===== config.mk =====
export PLATFORM = sky130hd
export DESIGN_NAME = dds_waveform_generator
export DESIGN_NICKNAME = d
export VERILOG_FILES = /design/src/rtl/dds_pkg.sv /design/src/rtl/dds_ram.sv /design/src/rtl/dds_phase.sv /design/src/rtl/dds_shape.sv /design/src/rtl/dds_waveform_generator.sv
export SDC_FILE = /design/constraint.sdc
export NUM_CORES = 2
export LEC_CHECK = 0
export BUFFER_PORTS_ARGS = -buffer_cell sky130_fd_sc_hd__clkbuf_2
export CORE_UTILIZATION = 50
export DETAILED_ROUTE_END_ITERATION = 10
export GPL_ROUTABILITY_DRIVEN = 0
export PLACE_DENSITY = 0.66
export SLEW_MARGIN = 20
export SYNTH_ARGS = -nofsm -noshare
export SYNTH_HDL_FRONTEND = slang
export SYNTH_SLANG_ARGS = --single-unit

===== constraint.sdc =====
create_clock -name clk -period 10.4 [get_ports clk]
set_clock_uncertainty 0.05 [all_clocks]
set_input_delay 1.56 -clock clk [delete_from_list [all_inputs] [get_ports clk]]
set_output_delay 1.56 -clock clk [all_outputs]
set_load 0.01 [all_outputs]

===== src/rtl/dds_pkg.sv =====
// Shared types, register codes and sine table builder for the DDS waveform generator.
// No dependencies; imported by dds_phase, dds_shape and dds_waveform_generator.
`default_nettype none

package dds_pkg;

    localparam int CFG_AW    = 4;
    localparam int DATA_W    = 32;
    localparam int WAVE_W    = 2;
    localparam int AMP_W     = 15;
    localparam int AMP_SHIFT = 15;
    localparam int TRI_SHIFT = 31;
    localparam int M16_W     = 17;
    localparam logic [AMP_W-1:0] AMP_RESET = 15'h7FFF;
    localparam logic [63:0] PI_Q30  = 64'd3373259426;
    localparam logic [63:0] ONE_Q30 = 64'd1 << 30;

    typedef enum logic [WAVE_W-1:0] {
        WAVE_SINE     = 2'd0,
        WAVE_SQUARE   = 2'd1,
        WAVE_TRIANGLE = 2'd2
    } wave_t;

    typedef enum logic [1:0] {
        REG_WAVEFORM     = 2'd0,
        REG_PHASE_STEP   = 2'd1,
        REG_PHASE_OFFSET = 2'd2,
        REG_AMPLITUDE    = 2'd3
    } reg_idx_t;

    typedef struct packed {
        logic [WAVE_W-1:0] waveform;
        logic [31:0]       phase_step;
        logic [31:0]       phase_offset;
        logic [AMP_W-1:0]  amplitude;
    } cfg_t;

    // Q30 sine, degree-13 Taylor in Horner form with truncating steps
    function automatic logic [63:0] sin_q30(input logic [63:0] x);
        logic [63:0] x2;
        logic [63:0] t;
        x2 = (x * x) >> 30;
        t  = ONE_Q30;
        t  = ONE_Q30 - ((x2 * t) >> 30) / 64'd156;
        t  = ONE_Q30 - ((x2 * t) >> 30) / 64'd110;
        t  = ONE_Q30 - ((x2 * t) >> 30) / 64'd72;
        t  = ONE_Q30 - ((x2 * t) >> 30) / 64'd42;
        t  = ONE_Q30 - ((x2 * t) >> 30) / 64'd20;
        t  = ONE_Q30 - ((x2 * t) >> 30) / 64'd6;
        return (x * t) >> 30;
    endfunction

    // Quarter-wave entry k, sampled at the bin center
    function automatic logic [63:0] rom_entry(input int k, input int tb, input int sb);
        logic [63:0] full;
        logic [63:0] x;
        logic [63:0] e;
        full = (64'd1 << (sb - 1)) - 64'd1;
        x    = ((64'(2 * k + 1) * PI_Q30) + (64'd1 << (tb + 1))) >> (tb + 2);
        e    = (sin_q30(x) * full + (64'd1 << 29)) >> 30;
        return (e > full) ? full : e;
    endfunction

endpackage

`default_nettype wire


===== src/rtl/dds_ram.sv =====
// Generic single-port-write, single-port-read RAM with registered read data.
// No dependencies.
`default_nettype none

module dds_ram #(
    parameter int WIDTH = 32,
    parameter int DEPTH = 1
) (
    input  wire logic                                      clk,
    input  wire logic                                      we,
    input  wire logic [((DEPTH > 1) ? $clog2(DEPTH) : 1)-1:0] waddr,
    input  wire logic [WIDTH-1:0]                          wdata,
    input  wire logic [((DEPTH > 1) ? $clog2(DEPTH) : 1)-1:0] raddr,
    output logic      [WIDTH-1:0]                          rdata
);

    logic [WIDTH-1:0] rdata_reg;

    generate
        if (DEPTH > 1) begin : g_multi
            logic [WIDTH-1:0] mem [DEPTH];

            always_ff @(posedge clk)
            begin
                if (we)
                begin
                    mem[waddr] <= wdata;
                end
                rdata_reg <= mem[raddr];
            end
        end else begin : g_single
            logic [WIDTH-1:0] mem;

            always_ff @(posedge clk)
            begin
                if (we && waddr == '0)
                begin
                    mem <= wdata;
                end
                if (raddr == '0)
                begin
                    rdata_reg <= mem;
                end
            end
        end
    endgenerate

    assign rdata = rdata_reg;

endmodule

`default_nettype wire


===== src/rtl/dds_phase.sv =====
// Phase accumulator: RAM-held state, write-to-read forwarding, phase register stage.
// Depends on dds_pkg and dds_ram.
`default_nettype none

module dds_phase
    import dds_pkg::*;
#(
    parameter int PHASE_BITS = 32
) (
    input  wire logic                  clk,
    input  wire logic                  rst_n,
    input  wire cfg_t                  cfg,
    input  wire logic                  in_valid,
    input  wire logic                  restart,
    output logic                       in_stall,
    output logic                       s1_valid,
    output logic [PHASE_BITS-1:0]      s1_phase,
    input  wire logic                  s2_ready
);

    logic                  s1_valid_reg;
    logic                  s1_valid_next;
    logic [PHASE_BITS-1:0] s1_phase_reg;
    logic                  fwd_valid_reg;
    logic [PHASE_BITS-1:0] fwd_data_reg;
    logic                  acc_written_reg;
    logic [PHASE_BITS-1:0] ram_rdata;
    logic [PHASE_BITS-1:0] acc_q;
    logic [PHASE_BITS-1:0] acc_cur;
    logic [PHASE_BITS-1:0] acc_next;
    logic [PHASE_BITS-1:0] step_ext;
    logic [PHASE_BITS-1:0] offset_ext;
    logic                  rdy1;
    logic                  accept;

    assign step_ext   = PHASE_BITS'(cfg.phase_step);
    assign offset_ext = PHASE_BITS'(cfg.phase_offset);

    assign rdy1     = !s1_valid_reg || s2_ready;
    assign accept   = in_valid && rdy1;
    assign in_stall = !rdy1;

    dds_ram #(
        .WIDTH (PHASE_BITS),
        .DEPTH (1)
    ) u_acc_ram (
        .clk   (clk),
        .we    (accept),
        .waddr (1'b0),
        .wdata (acc_next),
        .raddr (1'b0),
        .rdata (ram_rdata)
    );

    // last write is not yet visible at the registered RAM output, so it is forwarded
    always_comb
    begin
        if (fwd_valid_reg)
        begin
            acc_q = fwd_data_reg;
        end else if (acc_written_reg)
        begin
            acc_q = ram_rdata;
        end else
        begin
            acc_q = '0;
        end
        acc_cur  = restart ? '0 : acc_q;
        acc_next = acc_cur + step_ext;
    end

    assign s1_valid_next = rdy1 ? in_valid : s1_valid_reg;

    always_ff @(posedge clk or negedge rst_n)
    begin
        if (!rst_n)
        begin
            s1_valid_reg    <= 1'b0;
            fwd_valid_reg   <= 1'b0;
            acc_written_reg <= 1'b0;
        end else
        begin
            s1_valid_reg  <= s1_valid_next;
            fwd_valid_reg <= accept;
            if (accept)
            begin
                acc_written_reg <= 1'b1;
            end
        end
    end

    always_ff @(posedge clk)
    begin
        if (accept)
        begin
            fwd_data_reg <= acc_next;
            s1_phase_reg <= acc_cur + offset_ext;
        end
    end

    assign s1_valid = s1_valid_reg;
    assign s1_phase = s1_phase_reg;

    a_restart_write: assert property (@(posedge clk) disable iff (!rst_n)
        (accept && restart) |=> (fwd_data_reg == $past(step_ext)))
        else $error("restart beat did not store phase_step");

    a_fwd_after_write: assert property (@(posedge clk) disable iff (!rst_n)
        accept |=> (fwd_valid_reg && acc_written_reg))
        else $error("accumulator write not forwarded");

    a_stall_cause: assert property (@(posedge clk) disable iff (!rst_n)
        in_stall |-> (s1_valid_reg && !s2_ready))
        else $error("input stalled with free phase stage");

endmodule

`default_nettype wire


===== src/rtl/dds_shape.sv =====
// Waveform shaping pipeline: table/square/triangle base, amplitude multiply, round, clamp, sign.
// Depends on dds_pkg.
`default_nettype none

module dds_shape
    import dds_pkg::*;
#(
    parameter int PHASE_BITS  = 32,
    parameter int TABLE_BITS  = 8,
    parameter int SAMPLE_BITS = 16
) (
    input  wire logic                          clk,
    input  wire logic                          rst_n,
    input  wire cfg_t                          cfg,
    input  wire logic                          s1_valid,
    input  wire logic [PHASE_BITS-1:0]         s1_phase,
    output logic                               s2_ready,
    output logic                               out_valid,
    input  wire logic                          out_stall,
    output logic signed [SAMPLE_BITS-1:0]      sample
);

    localparam int FW     = SAMPLE_BITS - 1;
    localparam int TSIZE  = 1 << TABLE_BITS;
    localparam int BASE_W = M16_W + FW;
    localparam int PROD_W = BASE_W + AMP_W;
    localparam int RND_W  = PROD_W + 1;
    localparam int QW     = PHASE_BITS - 2;
    localparam int LSH    = (QW < 16) ? (16 - QW) : 0;
    localparam int RSH    = (QW >= 16) ? (QW - 16) : 0;
    localparam int TRI_W  = PHASE_BITS - 1 + LSH;
    localparam logic [FW-1:0] FULL = '1;

    logic [FW-1:0] rom [TSIZE];

    genvar k;
    generate
        for (k = 0; k < TSIZE; k++) begin : g_rom
            assign rom[k] = FW'(rom_entry(k, TABLE_BITS, SAMPLE_BITS));
        end
    endgenerate

    logic                   v2_reg;
    logic                   v3_reg;
    logic                   out_valid_reg;
    logic                   rdy2;
    logic                   rdy3;
    logic                   rdy_out;
    logic [1:0]             quad;
    logic [TABLE_BITS-1:0]  idx;
    logic [QW-1:0]          rem;
    logic [PHASE_BITS-2:0]  tri_m;
    logic [M16_W-1:0]       m16;
    logic [BASE_W-1:0]      base_next;
    logic [BASE_W-1:0]      base_reg;
    logic                   neg2_reg;
    logic [PROD_W-1:0]      prod_reg;
    logic                   neg3_reg;
    logic [RND_W-1:0]       rnd;
    logic [FW-1:0]          mag;
    logic [SAMPLE_BITS-1:0] sample_next;
    logic [SAMPLE_BITS-1:0] sample_reg;

    assign rdy_out  = !out_valid_reg || !out_stall;
    assign rdy3     = !v3_reg || rdy_out;
    assign rdy2     = !v2_reg || rdy3;
    assign s2_ready = rdy2;

    // stage 2: quadrant decode and base value
    always_comb
    begin
        quad = s1_phase[PHASE_BITS-1 -: 2];
        rem  = s1_phase[QW-1:0];
        idx  = s1_phase[QW-1 -: TABLE_BITS];
        if (quad[0])
        begin
            idx = ~idx;
        end
        if (quad[0])
        begin
            tri_m = {1'b1, {QW{1'b0}}} - {1'b0, rem};
        end else
        begin
            tri_m = {1'b0, rem};
        end
        m16 = M16_W'((TRI_W'(tri_m) << LSH) >> RSH);
        case (cfg.waveform)
            WAVE_SINE:     base_next = BASE_W'(rom[idx]);
            WAVE_SQUARE:   base_next = BASE_W'(FULL);
            WAVE_TRIANGLE: base_next = BASE_W'(m16) * BASE_W'(FULL);
            default:       base_next = '0;
        endcase
    end

    // stage 4: round, clamp, apply sign
    always_comb
    begin
        if (cfg.waveform == WAVE_TRIANGLE)
        begin
            rnd = ({1'b0, prod_reg} + (RND_W'(1) << (TRI_SHIFT - 1))) >> TRI_SHIFT;
        end else
        begin
            rnd = ({1'b0, prod_reg} + (RND_W'(1) << (AMP_SHIFT - 1))) >> AMP_SHIFT;
        end
        mag = (rnd > RND_W'(FULL)) ? FULL : rnd[FW-1:0];
        if (neg3_reg)
        begin
            sample_next = SAMPLE_BITS'(0) - {1'b0, mag};
        end else
        begin
            sample_next = {1'b0, mag};
        end
    end

    always_ff @(posedge clk or negedge rst_n)
    begin
        if (!rst_n)
        begin
            v2_reg        <= 1'b0;
            v3_reg        <= 1'b0;
            out_valid_reg <= 1'b0;
        end else
        begin
            if (rdy2)
            begin
                v2_reg <= s1_valid;
            end
            if (rdy3)
            begin
                v3_reg <= v2_reg;
            end
            if (rdy_out)
            begin
                out_valid_reg <= v3_reg;
            end
        end
    end

    always_ff @(posedge clk)
    begin
        if (rdy2 && s1_valid)
        begin
            base_reg <= base_next;
            neg2_reg <= quad[1];
        end
        if (rdy3 && v2_reg)
        begin
            prod_reg <= PROD_W'(base_reg) * PROD_W'(cfg.amplitude);
            neg3_reg <= neg2_reg;
        end
        if (rdy_out && v3_reg)
        begin
            sample_reg <= sample_next;
        end
    end

    assign out_valid = out_valid_reg;
    assign sample    = sample_reg;

    a_sample_symmetric: assert property (@(posedge clk) disable iff (!rst_n)
        out_valid_reg |-> (sample_reg != {1'b1, {FW{1'b0}}}))
        else $error("sample outside symmetric range");

endmodule

`default_nettype wire


===== src/rtl/dds_waveform_generator.sv =====
// DDS waveform generator top: an accepted tick beat passes the phase, base, product and
// sample registers to a sample beat. Throughput one beat per clock unless the output stalls;
// the accumulator RAM is read-modify-written every beat with forwarding, and three shaping
// stages follow the phase stage. Output stall backs up stage by stage; bubbles are absorbed
// before the input stalls. Reset (rst_n low, async) empties the pipeline, zeroes the
// accumulator and loads register defaults: sine, zero step and offset, amplitude 32767.
`default_nettype none

module dds_waveform_generator
    import dds_pkg::*;
#(
    parameter int PHASE_BITS  = 32,
    parameter int TABLE_BITS  = 8,
    parameter int SAMPLE_BITS = 16
) (
    input  wire logic                      clk,
    input  wire logic                      rst_n,
    input  wire logic                      psel,
    input  wire logic                      penable,
    input  wire logic                      pwrite,
    input  wire logic [CFG_AW-1:0]         paddr,
    input  wire logic [DATA_W-1:0]         pwdata,
    output logic      [DATA_W-1:0]         prdata,
    output logic                           pready,
    input  wire logic                      in_valid,
    output logic                           in_stall,
    input  wire logic                      restart,
    output logic                           out_valid,
    input  wire logic                      out_stall,
    output logic signed [SAMPLE_BITS-1:0]  sample
);

    cfg_t                  cfg_reg;
    logic                  cfg_we;
    reg_idx_t              reg_idx;
    logic                  s1_valid;
    logic [PHASE_BITS-1:0] s1_phase;
    logic                  s2_ready;

    assign pready  = 1'b1;
    assign cfg_we  = psel && penable && pwrite && pready;
    assign reg_idx = reg_idx_t'(paddr[3:2]);

    always_ff @(posedge clk or negedge rst_n)
    begin
        if (!rst_n)
        begin
            cfg_reg.waveform     <= WAVE_SINE;
            cfg_reg.phase_step   <= '0;
            cfg_reg.phase_offset <= '0;
            cfg_reg.amplitude    <= AMP_RESET;
        end else if (cfg_we)
        begin
            case (reg_idx)
                REG_WAVEFORM:     cfg_reg.waveform     <= pwdata[WAVE_W-1:0];
                REG_PHASE_STEP:   cfg_reg.phase_step   <= pwdata;
                REG_PHASE_OFFSET: cfg_reg.phase_offset <= pwdata;
                REG_AMPLITUDE:    cfg_reg.amplitude    <= pwdata[AMP_W-1:0];
                default:          ;
            endcase
        end
    end

    always_comb
    begin
        case (reg_idx)
            REG_WAVEFORM:     prdata = DATA_W'(cfg_reg.waveform);
            REG_PHASE_STEP:   prdata = cfg_reg.phase_step;
            REG_PHASE_OFFSET: prdata = cfg_reg.phase_offset;
            REG_AMPLITUDE:    prdata = DATA_W'(cfg_reg.amplitude);
            default:          prdata = '0;
        endcase
    end

    dds_phase #(
        .PHASE_BITS (PHASE_BITS)
    ) u_phase (
        .clk      (clk),
        .rst_n    (rst_n),
        .cfg      (cfg_reg),
        .in_valid (in_valid),
        .restart  (restart),
        .in_stall (in_stall),
        .s1_valid (s1_valid),
        .s1_phase (s1_phase),
        .s2_ready (s2_ready)
    );

    dds_shape #(
        .PHASE_BITS  (PHASE_BITS),
        .TABLE_BITS  (TABLE_BITS),
        .SAMPLE_BITS (SAMPLE_BITS)
    ) u_shape (
        .clk       (clk),
        .rst_n     (rst_n),
        .cfg       (cfg_reg),
        .s1_valid  (s1_valid),
        .s1_phase  (s1_phase),
        .s2_ready  (s2_ready),
        .out_valid (out_valid),
        .out_stall (out_stall),
        .sample    (sample)
    );

endmodule

`default_nettype wire


# Word level (Yosys, flattened, before mapping)
# Memories as Yosys holds them, arrays and structs flattened.
# Cells that the tools add are included.
[word_totals] register_bits=280 mem_bits_ro=3840 out_inout_bits=51 n_memories=1
[mem_list] name="(no name shown)" depth=256 word_bits=15 read_ports=1 rd_ports_with_merged_regs=0 wr=0 line="dds_shape.sv:88" text="WAVE_SINE: base_next = BASE_W'(rom[idx]);"
[op_classes] n_addsub=6 multipliers=2 order_cmp=2 eq_ne=5 n_mux=12 n_bitwise=2 n_reduce_logical=22
[ops] operator="$pmux 32 s4" count=1
[ops] operator="$mux 32" count=3
[ops] operator="$pmux 32 s3" count=1
[ops] operator="$add 32x32->32" count=2
[ops] operator="$mux 15" count=4
[ops] operator="$add 47x15->48 const B" count=1
[ops] operator="$add 47x31->48 const B" count=1
[ops] operator="$mul 32x15->47" count=1
[ops] operator="$gt 33x15->1 const B" count=1
[ops] operator="$mux 33" count=1
[ops] operator="$mul 17x15->32 const B" count=1
[ops] operator="$mux 31" count=1
[ops] operator="$sub 31x30->31 const A" count=1
[ops] operator="$sub 1x15->16 const A" count=1
[ops] operator="$ge 9x9->1 const B" count=1
[ops] operator="$not 8->9" count=1
[ops] operator="$mux 8" count=1
[ops] operator="$not 8->8" count=1
[ops] operator="$reduce_and 2->1" count=4
[ops] operator="$eq 2x2->1 const B" count=3
[ops] operator="$logic_and 1x1->1" count=6
[ops] operator="$logic_not 1->1" count=6
[ops] operator="$eq 2x1->1 const B" count=2
[ops] operator="$logic_not 2->1" count=2
[ops] operator="$logic_or 1x1->1" count=4

# Depth between registers and ports, before layout
[depth] word_depth=7 mapped_depth=30 ltp_nobuf=30

# By module
# Synthesis repeated with hierarchy kept, for this count alone.
[hier_totals] hier_cells=4370 area_unflattened_um2=40941.8
[by_module_without_submodules] mod="dds_shape" instances=1 cells_per_inst=3369 area_per_inst_um2=28868.9 seq_area_each_um2=2567.5
[by_module_without_submodules] mod="dds_phase" instances=1 cells_per_inst=702 area_per_inst_um2=6393.6 seq_area_each_um2=1996.9
[by_module_without_submodules] mod="dds_waveform_generator" instances=1 cells_per_inst=233 area_per_inst_um2=3739.8 seq_area_each_um2=2045.7
[by_module_without_submodules] mod="dds_ram" instances=1 cells_per_inst=66 area_per_inst_um2=1939.4 seq_area_each_um2=1921.8

# Worst setup path after synthesis
# Ideal clock, no wire load.
[synth_path] kind="register -> register" from="register u_phase.s1_phase_reg[12], in the netlist u_phase.s1_phase[12]" to="register u_shape.base_reg[28] (data pin)" setup_time_ps=261 arrival_ps=7809 required_time_ps=10089 path_slack_ps=2279 path_stages_with_launch=27 n_path_buf=0 synth_period_minus_slack_ps=8121 path_cell_list="edfxtp_1 nor4_1 nand4_1 or4_4 or3_4 or4_4 nor3_2 a21oi_1 xnor2_2 fa_1 inv_1 fa_1 inv_1 fa_1 fa_1 fa_1 fa_1 ha_1 and3_1 and3_1 and3_1 a211oi_1 a21bo_2 a221oi_2 o21ai_0 a31oi_1 mux2i_1"
[synth_via] elab_chain_len=4
[synth_rtl] item="from (decl)" line="dds_phase.sv:23" text="logic [PHASE_BITS-1:0] s1_phase_reg;"
[synth_rtl] item="from (signal assigned)" line="dds_phase.sv:97" text="s1_phase_reg <= acc_cur + offset_ext;"
[synth_rtl] item="$sub 31x30->31" line="dds_shape.sv:81" text="tri_m = {1'b1, {QW{1'b0}}} - {1'b0, rem};"
[synth_rtl] item="$mux 31" line="dds_shape.sv:79" text="if (quad[0])"
[synth_rtl] item="$mul 17x15->32" line="dds_shape.sv:90" text="WAVE_TRIANGLE: base_next = BASE_W'(m16) * BASE_W'(FULL);"
[synth_rtl] item="$pmux 32 s3" line="dds_shape.sv:87" text="case (cfg.waveform)"
[synth_rtl] item="net u_shape.base_next[28]" line="dds_shape.sv:54" text="logic [BASE_W-1:0] base_next;"
[synth_rtl] item="to (signal assigned)" line="dds_shape.sv:143" text="base_reg <= base_next;"
[synth_rtl] item="to (decl)" line="dds_shape.sv:55" text="logic [BASE_W-1:0] base_reg;"
# The timed path passes the listed nets, and every way through them passes these cells.
# A chain may end at the register's enable or synchronous reset.

# Worst setup path after layout
# Ends and elaborated chain as after synthesis.

==> results.json <==
{
  "status": "finished clean",
  "num_vias": 30622,
  "antenna_found_initial": 1,
  "avgViaCountPerCell": 6.027,
  "die_h_um": 277.7,
  "fmax_mhz": 110.9,
  "hold_depth": 0,
  "holdWs_ps": 320.7,
  "r2r_end": "u_shape.base_reg[28]$_DFFE_PP_",
  "synth_enable_flop_cells": 147,
  "synth.area.top_cells": "fa_1 26%, edfxtp_1 12%, ha_1 9.5%",
  "cp-startpoint": "u_phase.s1_phase[12]$_DFFE_PP_",
  "setup_violations": 0,
  "setup.worst_path.end": "u_shape.base_reg[28]$_DFFE_PP_",
  "slew_headroom_pct": 31.02,
  "min_period_over_period_pct": 86.68,
  "startpoint_type": "flop",
  "cts_setup_buffers": 0,
  "synth-main-ff-cell": "edfxtp_1",
  "synth_cell_type_count": 93,
  "worstRegToRegCells": 28,
  "largest_register_ffs": 81,
  "end_kind": "flop",
  "fillCellCount": 6806,
  "r2r_start": "u_phase.s1_phase[12]$_DFFE_PP_",
  "grt_pass1_vias": 30545,
  "drc_errors": 0,
  "grt_max_degree": 68,
  "final_area_sq_mm": 0.04040,
  "drt_pass1_iterations": 7,
  "layout.nets": 4905,
  "die_x_um": 277.7,
  "drt-total-wl_um": 102900,
  "io_buffers": 91,
  "clock_sinks": 266,
  "grt.overflow.total": 0,
  "rsz0062_at_grt": "no",
  "avgSynthCellArea_sq_um": 9.127,
  "crit_required_ps": 10740,
  "syn_inst": 4163,
  "grt_pass1_wl_um": 165800,
  "maxCapViolations": 0,
  "cpPeakStageDelay_ps": 560,
  "path_common_cell": "fa_1",
  "ys_warn_count": 0,
  "htree_levels": 2,
  "cp.arrival_ps": 9350,
  "clkTransAtPathRegs_ps": 60,
  "yosysMostFrequentCell": "fa_1",
  "dp_hpwl_um": 77520,
  "cts_resized": 0,
  "synth_fp_nets": 4982,
  "fin_crit_ps": 9015,
  "io_pins": 95,
  "hp-class": "flop to flop",
  "drtIter0Drc": 2983,
  "synth.top_cells.by_count": "486 x fa_1, 477 x inv_1, 456 x nand2_1",
  "ys_ff_latch": 266,
  "async_flop_share_pct": 32.71,
  "clockRootBuffer": "clkbuf_16",
  "yosysSeqAreaShare_pct": 19.08,
  "numCtsBuffers": 34,
  "fin_setup_tns_ps": 0,
  "cp_slowest_cell": "fa_1",
  "reg2reg_slack_ps": 1390,
  "dpl-instance-area_sq_mm": 0.03917,
  "postCtsHoldBufs": 0,
  "syn2layout_area_growth_pct": 6.336,
  "tightest_slew_ps": 1031,
  "drive_above_1_share_pct": 8.317,
  "drv_slew": 0,
  "die_area_sq_mm": 0.07710,
  "insertion_delay_ps": 560,
  "start_util_pct": 50.78,
  "clock_path_buffers": 3,
  "wire_per_inst_um": 20.25,
  "yosysTopAreaCell": "fa_1",
  "cts_tree": "done",
  "core_area_sq_mm": 0.07482,
  "synth_top_area_share_pct": 25.61,
  "finalHoldViolations": 0,
  "grt_use_total_pct": 26.77,
  "num_rows": 100,
  "utilization_pct": 54.00,
  "n_antenna_cell": 0,
  "worstSetupPathType": "flop to flop",
  "worstPathMaxFanout": 6,
  "drtAntennaViolNets": 0,
  "synth_area_sq_mm": 0.03800
}
==> metrics by stage <==
step | setup slack, ps | cells
after floorplan | 2279 | 4163
after global placement | 1497 | 5018
after detailed placement | 1387 | 5018
after CTS | 1358 | 5080
after global routing | 726.7 | 5081
final | 1385 | 5081
==> worst min-delay path by stage <==
stage | from | to
5_1_grt | u_phase.fwd_data_reg[9]$_DFFE_PP_ | u_phase.u_acc_ram.rdata[9]$_DFF_P_
3_3_place_gp | u_phase.fwd_data_reg[6]$_DFFE_PP_ | u_phase.u_acc_ram.rdata[6]$_DFF_P_
3_5_place_dp | u_phase.fwd_data_reg[17]$_DFFE_PP_ | u_phase.u_acc_ram.rdata[17]$_DFF_P_
2_1_floorplan | u_phase.fwd_data_reg[31]$_DFFE_PP_ | u_phase.u_acc_ram.rdata[31]$_DFF_P_
4_1_cts | u_phase.fwd_data_reg[29]$_DFFE_PP_ | u_phase.u_acc_ram.rdata[29]$_DFF_P_
6_report | u_phase.fwd_data_reg[17]$_DFFE_PP_ | u_phase.u_acc_ram.rdata[17]$_DFF_P_
==> cell type report <==
| type | count | area [sq um] | area share, % |
|---|---|---|---|
| multi-input combinational | 3167 | 28100 | 69.56 |
| sequential | 266 | 7251 | 17.95 |
| inverter | 481 | 1805 | 4.469 |
| tap | 969 | 1212 | 3.001 |
| clock buffer | 43 | 975.9 | 2.415 |
| timing repair buffer | 136 | 820.8 | 2.031 |
| clock inverter | 19 | 235.2 | 0.5822 |
==> layout by cell type (no fill, tap or decap), drive strengths merged, types with 15 or more instances in the layout <==
master / count
o21bai: 15
xor2: 68
o31ai: 19
a221oi: 16
nand2: 457
dfxtp: 32
and2: 237
a31oi: 35
nor3: 75
mux2: 81
and3: 30
o21ai: 180
dfrtp: 72
a22oi: 34
ha: 289
inv: 480
o311ai: 24
fa: 486
xnor2: 119
nand2b: 28
a211oi: 35
mux2i: 30
buf: 46
a22o: 20
clkbuf: 133
nor2: 208
a21oi: 192
or3: 16
nor2b: 24
dfstp: 15
o22ai: 27
edfxtp: 147
a21o: 76
o211ai: 35
nand4: 29
o21a: 19
a311oi: 24
nor4: 18
nand3: 77
==> critical path: cells and delay by family, from the launching register on <==
family          cells  cell delay (ps)
buf+inv             2              160
xor+xnor            3              570
fa+ha+maj           7             3080
flops               1              370
mux                 1              210
simple gates        9             2770
compound gates      6             1650
==> routing by layer <==
layer | track usage [%] | wire, um | up-vias
li1 | - | - | 14005
met1 | 36.75 | 44460 | 15079
met2 | 43.21 | 47640 | 1270
met3 | 4.043 | 7232 | 266
met4 | 9.180 | 3550 | 2
met5 | 0 | 13 | -
==> cells by family (layout without fill, tap and decap cells) <==
logic type | count (synthesis) | in the layout | share of synthesized area, %
flops | 266 | 266 | 19.08
fa+ha+maj | 780 | 780 | 35.26
compound gates | 846 | 846 | 14.76
other cells | 1 | 1 | 0.009869
xor+xnor | 187 | 187 | 4.508
simple gates | 1239 | 1239 | 15.75
buf+inv | 730 | 679 | 7.264
mux | 114 | 114 | 3.369
Power is not shown: default switching activity piles up to over one toggle a cycle in this logic, so the estimate is an artifact.
